`config.mk`:
```
export PLATFORM = sky130hd
export DESIGN_NAME = rlsc_ctrl
export DESIGN_NICKNAME = d
export VERILOG_FILES = /design/src/design/rlsc_pkg.sv /design/src/design/rlsc_ctrl.sv
export SDC_FILE = /design/constraint.sdc
export NUM_CORES = 1
export LEC_CHECK = 0
export BUFFER_PORTS_ARGS = -buffer_cell sky130_fd_sc_hd__buf_2
export CAP_MARGIN = 20
export CORE_MARGIN = 2
export CORE_UTILIZATION = 51
export CTS_BUF_LIST = sky130_fd_sc_hd__clkbuf_4 sky130_fd_sc_hd__clkbuf_8
export DETAILED_ROUTE_END_ITERATION = 10
export GPL_ROUTABILITY_DRIVEN = 0
export PLACE_DENSITY_LB_ADDON = 0.15
export SLEW_MARGIN = 30
export SYNTH_ARGS = -nofsm -noshare
export SYNTH_HDL_FRONTEND = slang
export SYNTH_SLANG_ARGS = --single-unit
export TNS_END_PERCENT = 30
```
`constraint.sdc`:
```
create_clock -name clk -period 2.5 [get_ports clk]
set_input_delay 0.25 -clock clk [delete_from_list [all_inputs] [get_ports clk]]
set_output_delay 0.25 -clock clk [all_outputs]
set_load 0.1 [all_outputs]
```
`src/design/rlsc_pkg.sv`:
```
// Shared types and constants for the resistive load setpoint controller.
`default_nettype none
package rlsc_pkg;
    localparam int TABLE_DEPTH  = 1024;
    localparam int SWITCH_COUNT = 13;
    localparam int IDX_W        = $clog2(TABLE_DEPTH);
    localparam int CNT_W        = IDX_W + 1;
    localparam int RES_W        = 24;
    localparam int MASK_W       = 13;
    localparam int ENT_W        = 11;
    localparam int QUO_W        = 25;
    localparam logic [RES_W-1:0] R_MAX = 24'hFFFFFF;

    localparam logic [1:0] OP_WRITE = 2'd0;
    localparam logic [1:0] OP_START = 2'd1;
    localparam logic [1:0] OP_MEAS  = 2'd2;
    localparam logic [1:0] OP_DISC  = 2'd3;

    localparam logic [2:0] ST_NEW     = 3'd0;
    localparam logic [2:0] ST_SETTLED = 3'd1;
    localparam logic [2:0] ST_GAVEUP  = 3'd2;
    localparam logic [2:0] ST_INVALID = 3'd3;
    localparam logic [2:0] ST_DISC    = 3'd4;

    localparam logic [2:0] CFG_GAIN   = 3'd0;
    localparam logic [2:0] CFG_TOL    = 3'd1;
    localparam logic [2:0] CFG_SETTLE = 3'd2;
    localparam logic [2:0] CFG_MAXATT = 3'd3;
    localparam logic [2:0] CFG_ENTRIES = 3'd4;

    // controller -> datapath
    typedef struct packed {
        logic take;        // latch input item
        logic tbl_write;   // write table entry
        logic start;       // load target/setpoint, clear counters
        logic disc;        // stop run
        logic meas_begin;  // bump attempts, check validity
        logic div_start;
        logic div_step;
        logic update;      // apply R, settle hit or correction
        logic srch_start;
        logic srch_step;
        logic out_load;    // load result register
        logic [2:0] out_status;
        logic out_applied; // use applied mask instead of search result
        logic stop_run;
        logic out_zero_meas;
    } rlsc_cmd_t;

    // datapath -> controller
    typedef struct packed {
        logic [1:0] op;
        logic running;
        logic valid_rd;
        logic div_done;
        logic srch_done;
        logic settled;
        logic gave_up;
    } rlsc_stat_t;
endpackage
`default_nettype wire

```
`src/design/rlsc_ctrl.sv`:
```
// Controller state machine sequencing table writes, search and measurement.
`default_nettype none
module rlsc_ctrl
    import rlsc_pkg::*;
(
    input  wire logic       clk,
    input  wire logic       rst_n,
    input  wire logic       s_tvalid,
    output logic            s_tready,
    output logic            m_tvalid,
    input  wire logic       m_tready,
    input  wire rlsc_stat_t stat,
    output rlsc_cmd_t       cmd
);
    typedef enum logic [8:0] {
        S_IDLE   = 9'b000000001,
        S_DEC    = 9'b000000010,
        S_SRCH0  = 9'b000000100,
        S_SRCH   = 9'b000001000,
        S_DIV    = 9'b000010000,
        S_UPD    = 9'b000100000,
        S_DECIDE = 9'b001000000,
        S_SRCH2  = 9'b010000000,
        S_SRCH3  = 9'b100000000
    } state_t;

    state_t state_reg, state_next;
    logic   mvalid_reg, mvalid_next;
    logic   meas_reg, meas_next;

    assign s_tready = (state_reg == S_IDLE) && !mvalid_reg;
    assign m_tvalid = mvalid_reg;

    always_comb
    begin
        state_next  = state_reg;
        mvalid_next = mvalid_reg && !m_tready;
        meas_next   = meas_reg;
        cmd         = '0;
        unique case (state_reg)
            S_IDLE:
            begin
                if (s_tvalid && s_tready)
                begin
                    cmd.take   = 1'b1;
                    state_next = S_DEC;
                end
            end
            S_DEC:
            begin
                unique case (stat.op)
                    OP_WRITE:
                    begin
                        cmd.tbl_write = 1'b1;
                        state_next    = S_IDLE;
                    end
                    OP_START:
                    begin
                        cmd.start  = 1'b1;
                        meas_next  = 1'b0;
                        state_next = S_SRCH0;
                    end
                    OP_MEAS:
                    begin
                        if (stat.running)
                        begin
                            meas_next  = 1'b1;
                            state_next = S_SRCH0;
                        end
                        else
                        begin
                            state_next = S_IDLE;
                        end
                    end
                    default:
                    begin
                        cmd.disc          = 1'b1;
                        cmd.out_load      = 1'b1;
                        cmd.out_status    = ST_DISC;
                        cmd.out_zero_meas = 1'b1;
                        mvalid_next       = 1'b1;
                        state_next        = S_IDLE;
                    end
                endcase
            end
            S_SRCH0:
            begin
                cmd.srch_start = 1'b1;
                state_next     = S_SRCH;
            end
            S_SRCH:
            begin
                cmd.srch_step = 1'b1;
                if (stat.srch_done)
                begin
                    cmd.srch_step = 1'b0;
                    if (meas_reg)
                    begin
                        cmd.meas_begin = 1'b1;
                        cmd.div_start  = 1'b1;
                        state_next     = S_DIV;
                    end
                    else
                    begin
                        cmd.out_load      = 1'b1;
                        cmd.out_status    = ST_NEW;
                        cmd.out_zero_meas = 1'b1;
                        mvalid_next       = 1'b1;
                        state_next        = S_IDLE;
                    end
                end
            end
            S_DIV:
            begin
                cmd.div_step = 1'b1;
                if (stat.div_done)
                begin
                    cmd.div_step = 1'b0;
                    state_next   = S_UPD;
                end
            end
            S_UPD:
            begin
                cmd.update = stat.valid_rd;
                state_next = S_DECIDE;
            end
            S_DECIDE:
            begin
                priority if (stat.settled)
                begin
                    cmd.stop_run    = 1'b1;
                    cmd.out_load    = 1'b1;
                    cmd.out_status  = ST_SETTLED;
                    cmd.out_applied = 1'b1;
                    mvalid_next     = 1'b1;
                    state_next      = S_IDLE;
                end
                else if (stat.gave_up)
                begin
                    cmd.stop_run    = 1'b1;
                    cmd.out_load    = 1'b1;
                    cmd.out_status  = ST_GAVEUP;
                    cmd.out_applied = 1'b1;
                    mvalid_next     = 1'b1;
                    state_next      = S_IDLE;
                end
                else if (!stat.valid_rd)
                begin
                    cmd.out_load      = 1'b1;
                    cmd.out_status    = ST_INVALID;
                    cmd.out_applied   = 1'b1;
                    cmd.out_zero_meas = 1'b1;
                    mvalid_next       = 1'b1;
                    state_next        = S_IDLE;
                end
                else
                begin
                    cmd.srch_start = 1'b1;
                    state_next     = S_SRCH2;
                end
            end
            S_SRCH2:
            begin
                cmd.srch_step = 1'b1;
                if (stat.srch_done)
                begin
                    cmd.srch_step = 1'b0;
                    state_next    = S_SRCH3;
                end
            end
            S_SRCH3:
            begin
                cmd.out_load   = 1'b1;
                cmd.out_status = ST_NEW;
                mvalid_next    = 1'b1;
                state_next     = S_IDLE;
            end
            default:
            begin
                state_next = S_IDLE;
            end
        endcase
    end

    always_ff @(posedge clk or negedge rst_n)
    begin
        if (!rst_n)
        begin
            state_reg  <= S_IDLE;
            mvalid_reg <= 1'b0;
            meas_reg   <= 1'b0;
        end
        else
        begin
            state_reg  <= state_next;
            mvalid_reg <= mvalid_next;
            meas_reg   <= meas_next;
        end
    end
endmodule
`default_nettype wire

```
== Yosys cells after proc, flatten, opt, wreduce, memory -nomap -nowiden ==
Index checks and enable logic that the tools add are counted.
Cells by class
  bitwise gates (word level): 0
  order comparisons: 0
  div/mod/pow operators: 0
  $mul: 0
  mux-type cells: 53
  reductions and logical operators: 10
  $add $sub $neg: 0
  shift-type cells: 0
  equal/unequal tests: 16
Operators by type and width (number)
  $pmux W9 S8: 1
  $mux W9: 6
  $mux W1: 25
  $mux W5: 4
  $pmux W9 S2: 1
  $pmux W4 S4: 1
  $eq A9 B1 Y1 const B: 1
  $eq A9 B2 Y1 const B: 1
  $eq A9 B3 Y1 const B: 1
  $eq A9 B4 Y1 const B: 1
  $eq A9 B5 Y1 const B: 1
  $eq A9 B6 Y1 const B: 1
  $eq A9 B7 Y1 const B: 1
  $eq A9 B8 Y1 const B: 1
  $eq A9 B9 Y1 const B: 1
  $mux W2: 4
  $mux W4: 2
  $mux W8: 1
  $ne A2 B2 Y1 const B: 4
  $mux W3: 2
  $mux W6: 1
  $pmux W1 S2: 3
  $pmux W1 S4: 1
  $reduce_and A4 Y1: 1
  other kinds (10): 13
Storage, ports and cells
  bits in registers: 11
  bits in read-only memories: 0
  RAM bits: 0
  memories kept: 0
  logic and storage cells: 82
  latch bits: 0

== Depth between registers and ports, before layout ==
  depth after elaboration: 6
  gate-level depth with buffers: 6

== Worst setup path after synthesis ==
No wires, ideal clock.
  path type: register to output
  from: register state_reg[5]
  to: output port cmd[0] (netlist name)
  path buffers: 0
  setup slack: -2169 ps
  data required time: 2250 ps
  stages on the path, launching flop included: 6
  arrival time: 4419 ps
  cells stage by stage: dfrtp_1 > or3_4 > or2_1 > nor2_2 > nand3b_1 > o41ai_1
RTL lines
  from (decl): line rlsc_ctrl.sv:27  | state_t state_reg, state_next;
  from (signal assigned): line rlsc_ctrl.sv:195  | state_reg <= state_next;
  to (decl): line rlsc_ctrl.sv:13  | output rlsc_cmd_t cmd

==> impl_metrics.env <==
export IMPL_crit_chain="or3_4 > or2_4 > nor2_4 > nand3b_1 > buf_6 > o41ai_4 > buf_12"
export IMPL_setup_tns_ns=-0.0983
export IMPL_synth_top_area_cell="dfrtp_1"
export IMPL_synth_edf_count=0
export IMPL_seqCellArea_sq_um=279
export IMPL_pin_count=31
export IMPL_p_leak_uw=0.000674
export IMPL_multiInputGateArea_sq_um=679
export IMPL_initial_core_util_pct=53.1
export IMPL_worstPathRequired_ns=2.25
export IMPL_diodes=0
export IMPL_netlist_top_cells_area="dfrtp_1 28%, nor2_1 6.6%, ha_1 5.5%"
export IMPL_synth_top_family_by_area="simple AND/OR/NAND/NOR gates"
export IMPL_clockBufferDepth=2
export IMPL_place_ws_ns=0.196
export IMPL_met3WireLength_um=136
export IMPL_slew_violations=0
export IMPL_cp_max_fo=4
export IMPL_grt_ovfl_total=0
export IMPL_wl_met2_um=1390
export IMPL_fmax_ghz=0.390
export IMPL_power_density_nw_per_um2=581
export IMPL_yosysWarnings=0
export IMPL_core_sq_um=1710
export IMPL_viasPerCell=5.63
export IMPL_worstSkewPairLatency_ns=0.28
export IMPL_max_slew_margin_pct=60.5
export IMPL_max_cap_viol_count=0
export IMPL_path_class="reg2out"
export IMPL_cts_buffers_inserted=3
export IMPL_fillCellCount=86
export IMPL_finalCritPeriodShare_pct=103
export IMPL_start_kind="flip-flop"
export IMPL_synth_fa_ha_area_share_pct=5.52
export IMPL_finClkSkew_ns=0.00688
export IMPL_yosysSeqAreaShare_pct=30.5
export IMPL_die_h_um=46.2
export IMPL_yosysUniqueCellTypes=46
export IMPL_muxShareOfSynthArea_pct=2.34
export IMPL_syn_inst=107
export IMPL_worstMarginPinSlew_ns=0.592
export IMPL_arrival_ns=2.31
export IMPL_hold_path_class="in2reg"
export IMPL_ys_flop_type="dfrtp_1"
export IMPL_wire_per_inst_um=15.4
export IMPL_area_delta_synth_final_pct=62.8
export IMPL_h_tree_depth=1
export IMPL_via_count=969
export IMPL_cts_sinks=11
export IMPL_worst_ir_drop_vdd_uv=660
export IMPL_grt_setup_unrepaired="yes"
export IMPL_yosys_top_cells_count="16 x nor2_1, 10 x dfrtp_1, 6 x inv_1, 5 x nand2b_1"
export IMPL_clk_pin_slew_ns=0.08
export IMPL_nets=164
export IMPL_worst_path_max_delay_cell="dfrtp_1"
export IMPL_cts_tree="done"
export IMPL_synthSimpleGateAreaFrac_pct=41.0
export IMPL_grt_max_degree=14
export IMPL_crit_buf_inv=2
export IMPL_track_usage_pct=24.6
export IMPL_drtIter0Drc=28
export IMPL_status="finished with violations"
export IMPL_ys_seq_elements=11
export IMPL_ant_nets=0
export IMPL_top_layer="met4"
export IMPL_hold_viol_final=0
export IMPL_fin_area_sq_um=1480
export IMPL_p_total_uw=858
export IMPL_synth_compound_area_share_pct=15.6
export IMPL_die_w_um=46.2
export IMPL_syn_area_sq_um=907
export IMPL_violations="negative setup slack"
export IMPL_cts_root_buf="clkbuf_4"
export IMPL_grt_pass1_vias=853
export IMPL_row_count=15
export IMPL_crit_family="simple AND/OR/NAND/NOR gates"
export IMPL_dieArea_sq_um=2130
export IMPL_cp_end_kind="output port"
export IMPL_synth_area_per_cell_sq_um=8.48
export IMPL_setup_violations_final=2
export IMPL_grt_pass1_wl_um=3690
export IMPL_wl_met1_um=1090
export IMPL_finalWirelength_um=2650
export IMPL_cpPeakStageDelay_ns=0.43
export IMPL_largest_reg_flops=9
export IMPL_first_pass_iters=4
export IMPL_netlist_area_leader_share_pct=27.6
export IMPL_syn_nets=123
export IMPL_drc=0
export IMPL_synth_xor_xnor_area_share_pct=0.966
export IMPL_place_area_sq_um=1340
export IMPL_setup_slack_ns=-0.0650
export IMPL_synth_most_common_cell="nor2_1"
export IMPL_fin_crit_ns=2.56
export IMPL_drive_gt1_share_pct=44.9
export IMPL_io_buffer_count=30
export IMPL_antenna_found_initial=0
export IMPL_dp_hpwl_um=1910
export IMPL_synth_async_sr_flop_share_pct=100
final timing paths:
path / from / end / slack, ns / depth (start not counted)
setup / recovery: state_reg[7] / cmd[0] / -0.06 / 7
hold / removal: stat[2] / state_reg[7] / 0.22 / 2
setup reg to reg: state_reg[6] / state_reg[3] / 0.50 / 6
hold reg to reg: state_reg[4] / state_reg[6] / 0.54 / 1
max in group asynchronous: rst_n / state_reg[0] / 1.86 / 2
min in group asynchronous: rst_n / state_reg[3] / 0.37 / 2
what timing repair did:
item                                    CTS  global route
hold endpoints to repair                 10             0
pin swaps                                 1             2
hold buffers                              1             0
buffers inserted                          2             5
endpoints found under the setup margin    7             9
gates resized for setup                   3             7
layout make-up:
type	instances	area share [%]
clock buffer	4	2.03
timing repair buffer	39	29.4
multi-input combinational	87	46.0
inverter	6	1.53
tap	25	2.12
sequential	11	18.9
stage by stage:
step / cells / hold slack, ns / utilization [%]
final: 172 / 0.220 / 86.4
after global routing: 172 / 0.226 / 86.4
after CTS: 167 / 0.210 / 82.2
after detailed placement: 160 / 0.134 / 78.2
after global placement: 160 / 0.128 / 78.2
after floorplan: 107 / -0.0456 / -
cells in the final DEF (no fill, tap or decap), drive strengths merged, types with 4 or more instances in the layout:
| master | synthesis | final |
|---|---|---|
| a21oi | 4 | 4 |
| nor2 | 17 | 17 |
| inv | 6 | 6 |
| and2 | 4 | 4 |
| nor3 | 5 | 5 |
| clkbuf | 2 | 5 |
| nand2b | 5 | 5 |
| buf | 1 | 37 |
| ha | 4 | 4 |
| dfrtp | 10 | 10 |
metal layers:
layer	vias to the layer above	GRT usage, %
met4	0	16.6
li1	469	-
met2	42	39.2
met5	-	0
met1	452	29.8
met3	6	4.31
worst register-to-register path: cells and delay by family (launching register included):
kind	cells	cell delay, ns
AND/OR/NAND/NOR	3	1.03
flip-flops	1	0.53
buffers and inverters	1	0.18
AO/OA/AOI/OAI	2	0.16
power breakdown:
part,internal (uW),switching (uW)
registers,204,25.7
clock network,72.7,64.2
logic,151,341
total,427,431
cells by family after synthesis:
kind of cell / count (synthesis)
buffers and inverters: 9
adder cells (fa/ha/maj): 4
AO/OA/AOI/OAI: 19
XOR/XNOR: 1
multiplexers: 2
flip-flops: 11
AND/OR/NAND/NOR: 61
No activity file was read; power rests on OpenSTA's default activity.
